===== src/tspt_pkg.sv =====
// ----------------------------------------------------------------------------
// Touch sample pressure tracker package
// Shared types, register map, event codes and the sample conversion function.
// ----------------------------------------------------------------------------
`default_nettype none

package tspt_pkg;

	// Sequencer states.
	typedef enum logic [2:0] {
		ST_IDLE,
		ST_DIV,
		ST_MUL1,
		ST_MUL2,
		ST_DONE
	} state_t;

	// Result kinds.
	typedef enum logic [1:0] {
		EV_NONE   = 2'd0,
		EV_PEN_UP = 2'd1,
		EV_POS    = 2'd2
	} event_kind_t;

	// Register indexes (byte address / 4).
	localparam logic [1:0] REG_RESOLUTION = 2'd0;
	localparam logic [1:0] REG_PLATE      = 2'd1;
	localparam logic [1:0] REG_HAS_PEN    = 2'd2;

	localparam int unsigned SAMPLE_W  = 12;
	localparam int unsigned DIV_STEPS = SAMPLE_W;
	localparam int unsigned CNT_W     = $clog2(DIV_STEPS);
	localparam int unsigned PROD_W    = 24;

	localparam logic [SAMPLE_W-1:0] FULL_SCALE_LO = 12'h0FF;
	localparam logic [SAMPLE_W-1:0] FULL_SCALE_HI = 12'hFFF;

	// 12-bit mode keeps bits 14..3, 8-bit mode keeps bits 6..0 shifted left once.
	function automatic logic [SAMPLE_W-1:0] convert_word(input logic [15:0] w,
		input logic mode);
		logic [SAMPLE_W-1:0] r;
		if (mode) begin
			r = w[14:3];
		end else begin
			r = {4'b0000, w[6:0], 1'b0};
		end
		return r;
	endfunction

endpackage

`default_nettype wire


===== src/touch_sample_pressure_tracker.sv =====
// ----------------------------------------------------------------------------
// Touch sample pressure tracker
// An item with a trusted low pen line, a zero x or a zero z1 goes straight
// to the result load; any other item passes through the bit-serial z2/z1
// divider and 2 multiplier steps before its result is loaded. A new item is
// taken only once the last result is loaded into the output register, so an
// earlier result that waits for m_tready holds the input back. Reset clears
// the pen state and output valid, and selects 8-bit mode, zero plate
// resistance and a trusted pen line.
// ----------------------------------------------------------------------------
`default_nettype none

module touch_sample_pressure_tracker (
	input  wire logic        clk,
	input  wire logic        arst_n,
	// APB configuration port
	input  wire logic        psel,
	input  wire logic        penable,
	input  wire logic        pwrite,
	input  wire logic [3:0]  paddr,
	input  wire logic [31:0] pwdata,
	output logic      [31:0] prdata,
	output logic             pready,
	// Input stream
	input  wire logic        s_tvalid,
	output logic             s_tready,
	input  wire logic [63:0] s_tdata,  // raw_x[15:0], raw_y[31:16], raw_z1[47:32], raw_z2[63:48]
	input  wire logic [0:0]  s_tuser,  // pen_down_signal[0]
	// Result stream
	output logic             m_tvalid,
	input  wire logic        m_tready,
	output logic      [39:0] m_tdata,  // touch_started[0], pos_x[12:1], pos_y[24:13],
	                                   // pressure[36:25], pen_is_down[37], zero[39:38]
	output logic      [1:0]  m_tuser   // event_kind[1:0]
);

	localparam int unsigned SW = tspt_pkg::SAMPLE_W;
	localparam int unsigned PW = tspt_pkg::PROD_W;

	tspt_pkg::state_t state_q, state_d;

	// Configuration registers.
	logic          res_mode_q;
	logic [15:0]   plate_q;
	logic          has_pen_q;

	logic          pen_state_q;

	// Item registers.
	logic          force_up_q;
	logic [SW-1:0] x_q, y_q, z1_q;
	logic [SW-1:0] dq_q;   // dividend bits shift out, quotient bits shift in
	logic [SW-1:0] rem_q;
	logic [tspt_pkg::CNT_W-1:0] cnt_q;
	logic [PW-1:0] yp_s1;
	logic [SW-1:0] rt_q;

	// Output registers.
	logic          m_valid_q;
	logic [1:0]    kind_q;
	logic          started_q, pen_out_q;
	logic [SW-1:0] pos_x_q, pos_y_q, press_q;

	logic          take, out_load, cfg_wr;
	logic [SW-1:0] xc, yc, z1c, z2c, full;
	logic [SW:0]   rem_shift, rem_diff;
	logic          q_bit;
	logic [SW+15:0] yp_full;
	logic [PW-1:0] qm1;
	logic [2*PW-1:0] prod;

	assign pready = 1'b1;
	assign cfg_wr = psel & penable & pwrite & pready;

	always_comb begin
		unique case (paddr[3:2])
			tspt_pkg::REG_RESOLUTION: prdata = {31'd0, res_mode_q};
			tspt_pkg::REG_PLATE:      prdata = {16'd0, plate_q};
			tspt_pkg::REG_HAS_PEN:    prdata = {31'd0, has_pen_q};
			default:                  prdata = 32'd0;
		endcase
	end

	always_ff @(posedge clk or negedge arst_n) begin
		if (!arst_n) begin
			res_mode_q <= 1'b0;
			plate_q    <= 16'd0;
			has_pen_q  <= 1'b1;
		end else if (cfg_wr) begin
			unique case (paddr[3:2])
				tspt_pkg::REG_RESOLUTION: res_mode_q <= pwdata[0];
				tspt_pkg::REG_PLATE:      plate_q    <= pwdata[15:0];
				tspt_pkg::REG_HAS_PEN:    has_pen_q  <= pwdata[0];
				default: ;
			endcase
		end
	end

	// Sample conversion at the input.
	assign full = res_mode_q ? tspt_pkg::FULL_SCALE_HI : tspt_pkg::FULL_SCALE_LO;
	always_comb begin
		xc  = tspt_pkg::convert_word(s_tdata[15:0], res_mode_q);
		yc  = tspt_pkg::convert_word(s_tdata[31:16], res_mode_q);
		z1c = tspt_pkg::convert_word(s_tdata[47:32], res_mode_q);
		z2c = tspt_pkg::convert_word(s_tdata[63:48], res_mode_q);
		if (xc == full) begin
			xc = '0;
		end
	end

	// One restoring divider step per cycle.
	assign rem_shift = {rem_q, dq_q[SW-1]};
	assign rem_diff  = rem_shift - {1'b0, z1_q};
	assign q_bit     = ~rem_diff[SW];

	// Only the low 24 bits of the 28-bit y * plate product reach the result.
	assign yp_full = y_q * plate_q;
	assign qm1     = {{(PW-SW){1'b0}}, dq_q} - PW'(1);
	assign prod    = qm1 * yp_s1;

	always_comb begin
		state_d  = state_q;
		s_tready = (state_q == tspt_pkg::ST_IDLE);
		out_load = 1'b0;
		take     = s_tvalid & s_tready;
		unique case (state_q)
			tspt_pkg::ST_IDLE: begin
				if (take) begin
					if ((has_pen_q && !s_tuser[0]) || xc == '0 || z1c == '0) begin
						state_d = tspt_pkg::ST_DONE;
					end else begin
						state_d = tspt_pkg::ST_DIV;
					end
				end
			end
			tspt_pkg::ST_DIV: begin
				if (cnt_q == tspt_pkg::CNT_W'(tspt_pkg::DIV_STEPS - 1)) begin
					state_d = tspt_pkg::ST_MUL1;
				end
			end
			tspt_pkg::ST_MUL1: state_d = tspt_pkg::ST_MUL2;
			tspt_pkg::ST_MUL2: state_d = tspt_pkg::ST_DONE;
			tspt_pkg::ST_DONE: begin
				if (!m_valid_q || m_tready) begin
					out_load = 1'b1;
					state_d  = tspt_pkg::ST_IDLE;
				end
			end
			default: state_d = tspt_pkg::ST_IDLE;
		endcase
	end

	always_ff @(posedge clk or negedge arst_n) begin
		if (!arst_n) begin
			state_q <= tspt_pkg::ST_IDLE;
		end else begin
			state_q <= state_d;
		end
	end

	// Datapath registers.
	always_ff @(posedge clk) begin
		if (take) begin
			force_up_q <= has_pen_q & ~s_tuser[0];
			x_q        <= xc;
			y_q        <= yc;
			z1_q       <= z1c;
			dq_q       <= z2c;
			rem_q      <= '0;
			cnt_q      <= '0;
			rt_q       <= '0;
		end
		if (state_q == tspt_pkg::ST_DIV) begin
			rem_q <= q_bit ? rem_diff[SW-1:0] : rem_shift[SW-1:0];
			dq_q  <= {dq_q[SW-2:0], q_bit};
			cnt_q <= cnt_q + 1'b1;
		end
		if (state_q == tspt_pkg::ST_MUL1) begin
			yp_s1 <= yp_full[PW-1:0];
		end
		if (state_q == tspt_pkg::ST_MUL2) begin
			rt_q <= res_mode_q ? prod[23:12] : {4'd0, prod[15:8]};
		end
	end

	// Result and pen state.
	always_ff @(posedge clk or negedge arst_n) begin
		if (!arst_n) begin
			m_valid_q   <= 1'b0;
			pen_state_q <= 1'b0;
		end else if (out_load) begin
			m_valid_q <= 1'b1;
			if (force_up_q) begin
				pen_state_q <= 1'b0;
			end else if (rt_q != '0) begin
				pen_state_q <= 1'b1;
			end else if (!has_pen_q) begin
				pen_state_q <= 1'b0;
			end
		end else if (m_tready) begin
			m_valid_q <= 1'b0;
		end
	end

	always_ff @(posedge clk) begin
		if (out_load) begin
			priority if (force_up_q) begin
				kind_q    <= tspt_pkg::EV_PEN_UP;
				started_q <= 1'b0;
				pos_x_q   <= '0;
				pos_y_q   <= '0;
				press_q   <= '0;
				pen_out_q <= 1'b0;
			end else if (rt_q != '0) begin
				kind_q    <= tspt_pkg::EV_POS;
				started_q <= ~pen_state_q;
				pos_x_q   <= x_q;
				pos_y_q   <= y_q;
				press_q   <= rt_q;
				pen_out_q <= 1'b1;
			end else if (!has_pen_q && pen_state_q) begin
				kind_q    <= tspt_pkg::EV_PEN_UP;
				started_q <= 1'b0;
				pos_x_q   <= '0;
				pos_y_q   <= '0;
				press_q   <= '0;
				pen_out_q <= 1'b0;
			end else begin
				kind_q    <= tspt_pkg::EV_NONE;
				started_q <= 1'b0;
				pos_x_q   <= '0;
				pos_y_q   <= '0;
				press_q   <= '0;
				pen_out_q <= pen_state_q;
			end
		end
	end

	assign m_tvalid = m_valid_q;
	assign m_tuser  = kind_q;
	assign m_tdata  = {2'b00, pen_out_q, press_q, pos_y_q, pos_x_q, started_q};

endmodule

`default_nettype wire


===== config.mk =====
export PLATFORM = sky130hd
export DESIGN_NAME = touch_sample_pressure_tracker
export DESIGN_NICKNAME = d
export VERILOG_FILES = /design/src/tspt_pkg.sv /design/src/touch_sample_pressure_tracker.sv
export SDC_FILE = /design/constraint.sdc
export NUM_CORES = 1
export LEC_CHECK = 0
export BUFFER_PORTS_ARGS = -buffer_cell sky130_fd_sc_hd__buf_2
export CORE_MARGIN = 2
export CORE_UTILIZATION = 55
export CTS_BUF_LIST = sky130_fd_sc_hd__clkbuf_16
export DETAILED_ROUTE_END_ITERATION = 6
export HOLD_SLACK_MARGIN = 0.12
export PLACE_DENSITY = 0.82
export SLEW_MARGIN = 20
export SYNTH_ARGS = -nofsm -noshare
export SYNTH_HDL_FRONTEND = slang
export SYNTH_SLANG_ARGS = --single-unit

===== constraint.sdc =====
create_clock -name clk -period 9.65 [get_ports clk]
set_input_delay 2.4125 -clock clk [delete_from_list [all_inputs] [get_ports clk]]
set_output_delay 2.4125 -clock clk [all_outputs]
set_load 0.05 [all_outputs]

==> flow_metrics.tcl, run 1 <==
set metrics [dict create \
    synth-seq-area-share_pct 24.7 \
    netlist_top_cells_area "sky130_fd_sc_hd__fa_1 (31%), sky130_fd_sc_hd__edfxtp_1 (22%), sky130_fd_sc_hd__ha_1 (7.7%), sky130_fd_sc_hd__inv_1 (6.0%), sky130_fd_sc_hd__nand2_1 (5.7%)" \
    setup_viol 0 \
    period_needed_ns 7.71 \
    hold_path.startpoint "x_q[7]" \
    die_height_um 192 \
    post-route-period-util_pct 79.9 \
    final_stage_net_count 2560 \
    cp_data_arrival_time_ns 7.89 \
    post-synth-top-area-cell "sky130_fd_sc_hd__fa_1" \
    detailedRoute.firstPassIterationCount 7 \
    grt_start_max_net_pins 67 \
    crit-reg2reg-launch "dq_q[0]" \
    wire_length_of_the_first_global_routing_pass_um 73000 \
    worstSkewPairLatency_ns 0.44 \
    mostFrequentLayoutCells "sky130_fd_sc_hd__inv_1 (309), sky130_fd_sc_hd__fa_1 (305), sky130_fd_sc_hd__nand2_1 (295), sky130_fd_sc_hd__and2_1 (160), sky130_fd_sc_hd__buf_2 (143)" \
    run_status "complete, but fails checks" \
    drt-total-wl_um 43900 \
    syn-instance-count 1935 \
    post_synth_num_cell_types 65 \
    routabilityCongestion 0.866 \
    drc_errors 1 \
    worst_r2r_path_depth 25 \
    full_die_area_um2 37000 \
    synth_async_sr_flop_share_pct 14.0 \
    synth_enable_flop_cells 141 \
    place_worst_setup_slack_ns 2.05 \
    port_buffers 143 \
    cts.repair_timing.setup_buffer_count 0 \
    htree_num_levels 4 \
    worst_setup_path_startpoint "dq_q[0]" \
    route.antenna.remaining_nets 0 \
    path_max_fanout 16 \
    grt_use_total_pct 25.2 \
    routed-via-count 13900 \
    slew_headroom_pct 30.3 \
    route.detailed.wl_per_inst_um 17.6 \
    clock_tree.buffer_depth 2 \
    netlist.area_leader.share_pct 31.3 \
    critical_path.reg2reg.endpoint "rt_q[10]" \
    synth_ff_type "sky130_fd_sc_hd__edfxtp_1" \
    cts_made_buffers 17 \
    vias_per_cell 5.57 \
    rows 68 \
    number_of_antenna_violations_at_the_first_check_in_global_routing 1 \
    max_cap_violations 0 \
    layout.filler_cells 2708 \
    final_setup_skew_ns 0.0106 \
    violations "DRC" \
    syn_avg_cell_area_um2 10.1 \
    clkSinkCount 164 \
    setup_repair_after_global_routing_missed_its_margin "no" \
    core_area_um2 34700 \
    area_growth_pct 8.47 \
    post_synth_instance_area_um2 19500 \
    setup_ws_ns 1.94 \
    grt.overflow.total 0 \
    critPathKind "flop to flop" \
    yosys_warnings 0 \
    grt_pass1_vias 15200 \
    design.portCount 185 \
    cp_data_required_time_ns 9.84 \
    hold_path_depth 1 \
    clkTransAtPathRegs_ns 0.07 \
    post_cts_hold_fix_bufs 0 \
    timing.hold.worst_endpoint "pos_x_q[7]" \
    critical_path.startpoint_type "flop" \
    drt_iter0_drc 916 \
    max_slew_vio_count 0 \
    critical_path.endpoint_type "flop" \
    setup-tns-final_ns 0 \
    cts_repair_resize_count 0 \
    worst_hold_path_type "flop to flop" \
    start_util_pct 56.2 \
    synth_seq_cells 164 \
    worst_slew_pin_slew_ns 1.04 \
    final_layout_worst_hold_slack_ns 0.517 \
    hpwl_um 33700 \
    rrSetupSlack_ns 1.94 \
    mostFrequentLayoutCell "sky130_fd_sc_hd__inv_1" \
    cts_tree "built" \
    die_w_um 192 \
    max_freq_mhz 130 \
    final-hold-violation-count 0 \
    share_of_final_layout_standard_cells_stronger_than_drive_strength_1_pct 12.1 \
    cts_root_buf "sky130_fd_sc_hd__clkbuf_16" \
]
==> metal layers <==
metal	vias to the layer above	global-route usage, %	routed length, um
met5	-	0	0
met4	0	9.78	1460
met3	128	3.98	2870
met2	553	45.7	22900
met1	7066	30.0	16600
li1	6173	-	-
==> through the flow <==
step	cell area (um^2)	utilization, %	instances
final	21100	60.9	2497
after global routing	21100	60.9	2496
after CTS	21100	60.9	2495
after detailed placement	20500	59.1	2463
after global placement	20500	59.1	2463
after floorplan	19600	-	1952
==> cell usage after synthesis, types with 3 or more instances <==
| cell | count |
|---|---|
| sky130_fd_sc_hd__fa_1 | 305 |
| sky130_fd_sc_hd__a211oi_1 | 6 |
| sky130_fd_sc_hd__a21oi_1 | 32 |
| sky130_fd_sc_hd__nor2b_1 | 41 |
| sky130_fd_sc_hd__nand2_1 | 296 |
| sky130_fd_sc_hd__and3_1 | 11 |
| sky130_fd_sc_hd__nor4_1 | 11 |
| sky130_fd_sc_hd__o21bai_1 | 4 |
| sky130_fd_sc_hd__mux2_2 | 32 |
| sky130_fd_sc_hd__nor2_1 | 82 |
| sky130_fd_sc_hd__or4_1 | 3 |
| sky130_fd_sc_hd__a31oi_1 | 4 |
| sky130_fd_sc_hd__buf_4 | 21 |
| sky130_fd_sc_hd__clkbuf_1 | 75 |
| sky130_fd_sc_hd__and2_1 | 160 |
| sky130_fd_sc_hd__xor2_1 | 19 |
| sky130_fd_sc_hd__edfxtp_1 | 141 |
| sky130_fd_sc_hd__buf_1 | 5 |
| sky130_fd_sc_hd__nand3_1 | 17 |
| sky130_fd_sc_hd__mux2i_1 | 27 |
| sky130_fd_sc_hd__or2_2 | 6 |
| sky130_fd_sc_hd__inv_1 | 309 |
| sky130_fd_sc_hd__dfrtp_1 | 22 |
| sky130_fd_sc_hd__nand2b_1 | 25 |
| sky130_fd_sc_hd__ha_1 | 120 |
| sky130_fd_sc_hd__a31o_2 | 3 |
| sky130_fd_sc_hd__nor3b_1 | 3 |
| sky130_fd_sc_hd__o21ai_0 | 18 |
| sky130_fd_sc_hd__a21o_1 | 15 |
| sky130_fd_sc_hd__xnor2_1 | 59 |
| sky130_fd_sc_hd__nand4_1 | 4 |
| sky130_fd_sc_hd__nor3_1 | 13 |
| sky130_fd_sc_hd__o21a_1 | 6 |
==> worst max path at each step <==
stage	cells past startpoint	slack, ns	to
3_3_place_gp	25	2.13	rt_q[10]
5_1_grt	25	1.52	rt_q[10]
6_report	25	1.94	rt_q[10]
2_1_floorplan	26	2.85	rt_q[10]
3_5_place_dp	26	2.05	rt_q[10]
4_1_cts	26	1.96	rt_q[10]
==> logic make-up after synthesis <==
logic type	Yosys count	share of synthesized area, %
fa+ha+maj	425	39.0
mux	59	3.24
other cells	2	0.0385
compound gates	105	3.52
buf+inv	412	8.38
simple gates	686	17.2
xor+xnor	82	3.90
flops	164	24.7
==> registers in the layout, indices dropped and copies added (netlist names), 4 cells and up <==
name and flops:
rt_q 12, plate_q 16, pos_x_q 12, y_q 12, dq_q 12, x_q 12
z1_q 12, yp_s1 24, press_q 12, cnt_q 4, pos_y_q 12, rem_q 12
==> worst max-delay path: stages, from the launching register on <==
cell and delay (ns):
sky130_fd_sc_hd__edfxtp_1 0.67, sky130_fd_sc_hd__inv_1 0.20, sky130_fd_sc_hd__ha_1 0.22, sky130_fd_sc_hd__nor2b_1 0.28, sky130_fd_sc_hd__nand3_1 0.16, sky130_fd_sc_hd__xnor2_2 0.79
sky130_fd_sc_hd__nand2_1 0.18, sky130_fd_sc_hd__fa_1 0.45, sky130_fd_sc_hd__fa_1 0.49, sky130_fd_sc_hd__inv_1 0.05, sky130_fd_sc_hd__fa_1 0.55, sky130_fd_sc_hd__fa_1 0.43
sky130_fd_sc_hd__fa_1 0.49, sky130_fd_sc_hd__inv_1 0.05, sky130_fd_sc_hd__fa_1 0.38, sky130_fd_sc_hd__inv_1 0.07, sky130_fd_sc_hd__ha_1 0.27, sky130_fd_sc_hd__a21o_1 0.20
sky130_fd_sc_hd__a21o_1 0.17, sky130_fd_sc_hd__a21oi_1 0.20, sky130_fd_sc_hd__nor3b_1 0.30, sky130_fd_sc_hd__a211oi_1 0.19, sky130_fd_sc_hd__o31a_1 0.34, sky130_fd_sc_hd__nor2_1 0.12
sky130_fd_sc_hd__xor2_1 0.15, sky130_fd_sc_hd__nor2_1 0.06
==> final cells by class <==
type	instances	area, um^2	share of cell area (%)
multi-input combinational	1376	13100	62.1
inverter	309	1160	5.49
clock buffer	17	425	2.01
sequential	164	4810	22.8
antenna	2	5.00	0.0237
tap	455	569	2.69
timing repair buffer	159	836	3.95
clock inverter	15	200	0.947
Power of run 1 is left out: the tool's default activity adds up to more than one toggle a clock period on the data nets, which glitch-free logic cannot reach.
==> inputs of run 2 (changes only) <==
--- a/config.mk
+++ b/config.mk
@@ -5,6 +5,7 @@
 export SDC_FILE = /design/constraint.sdc
 export NUM_CORES = 1
 export LEC_CHECK = 0
+export ABC_AREA = 1
 export BUFFER_PORTS_ARGS = -buffer_cell sky130_fd_sc_hd__buf_2
 export CORE_MARGIN = 2
 export CORE_UTILIZATION = 55
==> constraint.sdc (replaced) <==
create_clock -name clk -period 7.5 [get_ports clk]
set_input_delay 1.875 -clock clk [delete_from_list [all_inputs] [get_ports clk]]
set_output_delay 1.875 -clock clk [all_outputs]
set_load 0.05 [all_outputs]
==> run 2 against run 1 <==
  * The run now ends clean
  * Sequential share of layout area shrank 0.81 points
  * Worst setup slack lost 1.4 ns
  * Final area grew 3.7%
  * Clock-buffer cell count is the same
  * Maximum frequency grew 10%
  * Clock skew grew 0.0034 ns
  * Core utilization shrank 0.87 points
  * Largest cell class unchanged
  * Highest routed layer unchanged
==> flow_metrics.tcl, run 2 <==
set metrics [dict create \
    critPathMaxStageDelay_ns 0.55 \
    route.antenna.remaining_nets 0 \
    final-hold-violation-count 0 \
    final_stage_net_count 3041 \
    grt_use_total_pct 26.5 \
    cts_tree "built" \
    path_max_fanout 17 \
    share_of_final_layout_standard_cells_stronger_than_drive_strength_1_pct 9.52 \
    clkSinkCount 164 \
    design.portCount 185 \
    worst_slew_pin_slew_ns 0.869 \
    max_cap_violations 0 \
    muxShareOfSynthArea_pct 0 \
    critPathSlowestCell "sky130_fd_sc_hd__fa_1" \
    area_growth_pct 7.94 \
    wire_length_of_the_first_global_routing_pass_um 81300 \
    htree_num_levels 4 \
    yosys_warnings 0 \
    cp_data_required_time_ns 7.68 \
    syn-instance-count 2426 \
    multiInputGateArea_um2 12900 \
    register_with_the_highest_flop_count "yp_s1" \
    setup_repair_after_global_routing_missed_its_margin "no" \
    post_synth_instance_area_um2 20300 \
    full_die_area_um2 38500 \
    die_w_um 196 \
    start_util_pct 55.6 \
    routed-via-count 16000 \
    finish.cell_count_without_fillers 2991 \
    slew_headroom_pct 42.1 \
    vias_per_cell 5.36 \
    main_combinational_cell_family_by_area_after_synthesis "adder cells" \
    mostFrequentLayoutCells "sky130_fd_sc_hd__nand2_1 (589), sky130_fd_sc_hd__inv_1 (555), sky130_fd_sc_hd__fa_1 (305), sky130_fd_sc_hd__nor2_1 (198), sky130_fd_sc_hd__buf_2 (143)" \
    syn_avg_cell_area_um2 8.37 \
    drt_iter0_drc 1248 \
    synth_seq_cells 164 \
    post_synth_num_cell_types 51 \
    hpwl_um 38700 \
    max_slew_vio_count 0 \
    post-route-period-util_pct 93.3 \
    cts_root_buf "sky130_fd_sc_hd__clkbuf_16" \
    setup_viol 0 \
    clock_tree.buffer_depth 2 \
    clkTransAtPathRegs_ns 0.07 \
    route.detailed.wl_per_inst_um 16.5 \
    worst_hold_path_type "flop to flop" \
    cts_made_buffers 17 \
    number_of_antenna_violations_at_the_first_check_in_global_routing 2 \
    routabilityCongestion 0.952 \
    core_area_um2 36500 \
    synth-simple-area-share_pct 18.7 \
    critPathKind "flop to flop" \
    layout.filler_cells 2975 \
    netlist_top_cells_area "sky130_fd_sc_hd__fa_1 (30%), sky130_fd_sc_hd__edfxtp_1 (21%), sky130_fd_sc_hd__nand2_1 (11%), sky130_fd_sc_hd__inv_1 (10%), sky130_fd_sc_hd__ha_1 (7.4%)" \
    drc_errors 0 \
    synth_fa_ha_area_share_pct 37.4 \
    port_buffers 143 \
    regArea_um2 4810 \
    synth_async_sr_flop_share_pct 14.0 \
    grt_pass1_vias 17100 \
    cp_data_arrival_time_ns 7.18 \
    worstSkewPairLatency_ns 0.44 \
    cts_repair_resize_count 0 \
    cts.repair_timing.setup_buffer_count 0 \
    post-synth-top-area-cell "sky130_fd_sc_hd__fa_1" \
    drt-total-wl_um 49300 \
    crit_path_frequent_cell "sky130_fd_sc_hd__fa_1" \
    netlist.area_leader.share_pct 30.1 \
    placed_cells 2956 \
    synthMostInstantiatedCell "sky130_fd_sc_hd__nand2_1" \
    synth_enable_flop_cells 141 \
    period_needed_ns 7.00 \
    critical_path.endpoint_type "flop" \
    layout_top_registers "yp_s1: 24 flops, plate_q: 16 flops" \
    grt.overflow.total 0 \
    worst_r2r_path_depth 28 \
    max_freq_mhz 143 \
    critical_path.startpoint_type "flop" \
    synth-seq-area-share_pct 23.7 \
    synth_ff_type "sky130_fd_sc_hd__edfxtp_1" \
    post_cts_hold_fix_bufs 0 \
    die_height_um 196 \
    flip_flop_count_of_the_largest_register_all_copies_and_words_added 24 \
    synth_top_cells_by_count "sky130_fd_sc_hd__nand2_1 (589), sky130_fd_sc_hd__inv_1 (556), sky130_fd_sc_hd__fa_1 (305), sky130_fd_sc_hd__nor2_1 (200), sky130_fd_sc_hd__edfxtp_1 (141)" \
    setup-tns-final_ns 0 \
    grt_start_max_net_pins 59 \
    compound_gate_fraction_of_synth_area_pct 5.00 \
    rows 70 \
    hold_path_depth 2 \
    mostFrequentLayoutCell "sky130_fd_sc_hd__nand2_1" \
    final_setup_skew_ns 0.0141 \
    detailedRoute.firstPassIterationCount 6 \
    run_status "finished, final reports clean" \
    yosys.area_share.xor_xnor_pct 1.98 \
]
run 2: cell types whose count changed in the layout (fill, tap and decap cells not counted), sizes merged, moves of 41 or more:
| cell | previous run | this run |
|---|---|---|
| xnor2 | 61 | 16 |
| nor2b | 41 | 0 |
| and2 | 160 | 1 |
| o21ai | 19 | 76 |
| nand3 | 17 | 81 |
| inv | 314 | 575 |
| nand2 | 297 | 602 |
| nor2 | 83 | 209 |
run 2: worst paths after layout:
path                       slack [ns]    start         end
setup / recovery                 0.50  dq_q[0]    rt_q[11]
hold / removal                   0.55   x_q[5]  pos_x_q[5]
setup reg to reg                 0.50  dq_q[0]    rt_q[11]
hold reg to reg                  0.55   x_q[5]  pos_x_q[5]
max in group asynchronous        5.68   arst_n  res_mode_q
min in group asynchronous        1.42   arst_n  res_mode_q
run 2: critical path, delay by kind of cell, from the launching register on:
kind	cells	cell delay, ns
adder cells (fa/ha/maj)	8	3.64
buffers and inverters	6	0.94
flip-flops	1	0.40
AO/OA/AOI/OAI	3	0.48
AND/OR/NAND/NOR	11	1.25
run 2: cell type report:
| cell class | instances | area share, % |
|---|---|---|
| diodes | 2 | 0.0228 |
| repair buffers | 155 | 3.86 |
| clock inverters | 15 | 0.805 |
| inverters | 574 | 9.84 |
| flip-flops and latches | 164 | 21.9 |
| multi-input cells | 1596 | 58.9 |
| well taps | 468 | 2.67 |
| clock buffers | 17 | 1.94 |
run 2: layer usage:
layer / GRT usage [%] / wire length (um) / vias to the layer above
met1: 32.6 / 19200 / 7819
li1: - / - / 7403
met4: 11.2 / 1660 / 0
met2: 46.6 / 25100 / 688
met3: 4.09 / 3330 / 128
met5: 0 / 0 / -
run 2: cell families (layout without fill, tap and decap cells):
family          after synthesis  after routing
compound gates              179            179
xor+xnor                     46             46
fa+ha+maj                   425            425
buf+inv                     683            761
flops                       164            164
other cells                   2             21
simple gates                927            927
run 2: stage by stage:
| stage | utilization, % | setup WS [ns] | hold slack (ns) | instance area [um^2] |
|---|---|---|---|---|
| 4_1_cts | 59.9 | 0.517 | 0.554 | 21900 |
| 3_3_place_gp | 58.2 | 0.625 | 0.524 | 21300 |
| 5_1_grt | 60.0 | 0.157 | 0.580 | 21900 |
| 2_1_floorplan | - | 1.28 | 0.488 | 20400 |
| 3_5_place_dp | 58.3 | 0.555 | 0.534 | 21300 |
| 6_report | 60.0 | 0.499 | 0.552 | 21900 |
Power of run 2 is left out for the same reason.
==> inputs of run 3 (changes only) <==
==> constraint.sdc (replaced) <==
create_clock -name clk -period 8.7 [get_ports clk]
set_input_delay 2.175 -clock clk [delete_from_list [all_inputs] [get_ports clk]]
set_output_delay 2.175 -clock clk [all_outputs]
set_load 0.05 [all_outputs]
==> run 3 against run 2 <==
  * Register-to-register slack better by 1.2 ns
  * Non-clock buffer count down 3
  * Wire length decreased by 1.7%
  * First-iteration DRC count fell by 14%
  * Die area unchanged
  * Highest routed layer unchanged
==> flow_metrics.tcl, run 3 (synthesis results as in run 2) <==
set metrics [dict create \
    grt.overflow.total 0 \
    crit_path_frequent_cell "sky130_fd_sc_hd__fa_1" \
    grt_pass1_vias 16800 \
    grt_use_total_pct 26.0 \
    wire_length_of_the_first_global_routing_pass_um 80000 \
    number_of_antenna_violations_at_the_first_check_in_global_routing 1 \
    final-hold-violation-count 0 \
    final_stage_net_count 3038 \
    critical_path.startpoint_type "flop" \
    mostFrequentLayoutCell "sky130_fd_sc_hd__nand2_1" \
    post_cts_hold_fix_bufs 0 \
    grt_start_max_net_pins 59 \
    setup_viol 0 \
    setup-tns-final_ns 0 \
    path_max_fanout 17 \
    post-route-period-util_pct 80.7 \
    cp_data_arrival_time_ns 7.21 \
    start_util_pct 55.6 \
    critPathKind "flop to flop" \
    max_slew_vio_count 0 \
    vias_per_cell 5.34 \
    routed-via-count 15900 \
    critPathSlowestCell "sky130_fd_sc_hd__fa_1" \
    worst_slew_pin_slew_ns 1.09 \
    route.detailed.wl_per_inst_um 16.2 \
    hpwl_um 38100 \
    die_height_um 196 \
    cts_tree "built" \
    max_cap_violations 0 \
    mostFrequentLayoutCells "sky130_fd_sc_hd__nand2_1 (589), sky130_fd_sc_hd__inv_1 (557), sky130_fd_sc_hd__fa_1 (305), sky130_fd_sc_hd__nor2_1 (198), sky130_fd_sc_hd__buf_2 (143)" \
    drc_errors 0 \
    cts_made_buffers 17 \
    cp_data_required_time_ns 8.89 \
    crit-reg2reg-launch "dq_q[0]" \
    design.portCount 185 \
    setup_repair_after_global_routing_missed_its_margin "no" \
    critPathMaxStageDelay_ns 0.55 \
    flip_flop_count_of_the_largest_register_all_copies_and_words_added 24 \
    detailedRoute.firstPassIterationCount 7 \
    share_of_final_layout_standard_cells_stronger_than_drive_strength_1_pct 9.30 \
    final_setup_skew_ns 0.0121 \
    hold_path.startpoint "x_q[10]" \
    port_buffers 143 \
    clock_tree.buffer_depth 2 \
    drt-total-wl_um 48400 \
    drt_iter0_drc 1076 \
    run_status "finished, final reports clean" \
    rows 70 \
    layout.filler_cells 3025 \
    max_freq_mhz 142 \
    critical_path.endpoint_type "flop" \
    htree_num_levels 4 \
    register_with_the_highest_flop_count "yp_s1" \
    die_w_um 196 \
    full_die_area_um2 38500 \
    area_growth_pct 7.32 \
    cts.repair_timing.setup_buffer_count 0 \
    period_needed_ns 7.02 \
    worst_hold_path_type "flop to flop" \
    clkTransAtPathRegs_ns 0.07 \
    layout_top_registers "yp_s1: 24 flops, plate_q: 16 flops" \
    critical-path-top-delay-family "adder cells" \
    worstPathBufferInverterCount 6 \
    slew_headroom_pct 26.9 \
    routabilityCongestion 0.948 \
    core_area_um2 36500 \
    cts_repair_resize_count 0 \
    cts_root_buf "sky130_fd_sc_hd__clkbuf_16" \
    worstSkewPairLatency_ns 0.44 \
    clkSinkCount 164 \
    worst_setup_path_startpoint "dq_q[0]" \
    route.antenna.remaining_nets 0 \
]
==> run 3: cell types whose count changed in the layout (fill, tap and decap cells not counted), sizes merged <==
cell,previous run,this run
buf,155,152
bufinv,1,0
clkinv,13,12
clkinvlp,0,4
diode,2,1
inv,575,572
==> run 3: final cells by class <==
cell class                 count  area, um^2  share of cell area [%]
clock buffer                  17         425                    1.95
clock inverter                14         104                   0.476
inverter                     574        2160                    9.89
antenna                        1        2.50                  0.0115
tap                          468         586                    2.69
multi-input combinational   1596       12900                    59.3
sequential                   164        4810                    22.1
timing repair buffer         152         796                    3.65
==> run 3: worst register-to-register path, delay by kind of cell, from the launching register on <==
family,cells,cell delay (ns)
adder cells (fa/ha/maj),8,3.63
AND/OR/NAND/NOR,11,1.27
flip-flops,1,0.40
AO/OA/AOI/OAI,3,0.53
buffers and inverters,6,0.95
==> run 3: path summary, 6_finish.rpt <==
check,cells past startpoint,to,slack (ns)
setup / recovery,28,rt_q[11],1.68
hold / removal,2,pos_x_q[10],0.55
setup reg to reg,28,rt_q[11],1.68
hold reg to reg,2,pos_x_q[10],0.55
max in group asynchronous,1,res_mode_q,6.57
min in group asynchronous,1,m_tvalid,1.73
==> run 3: stage by stage <==
step	setup slack, ns	hold WS (ns)	std cells	utilization [%]	area (um^2)
after floorplan	2.48	0.488	2443	-	20400
after global placement	1.81	0.524	2953	58.2	21200
after detailed placement	1.70	0.533	2953	58.2	21200
after CTS	1.66	0.553	2984	59.6	21800
after global routing	1.21	0.567	2986	59.7	21800
final	1.68	0.551	2986	59.7	21800
==> run 3: metal layers <==
metal / up-vias / GRT usage, % / routed length [um]
met5: - / 0 / 0
met1: 7734 / 33.0 / 19000
li1: 7381 / - / -
met4: 0 / 8.84 / 1450
met3: 115 / 3.46 / 3580
met2: 719 / 46.2 / 24400
Power of run 3 is left out for the same reason.
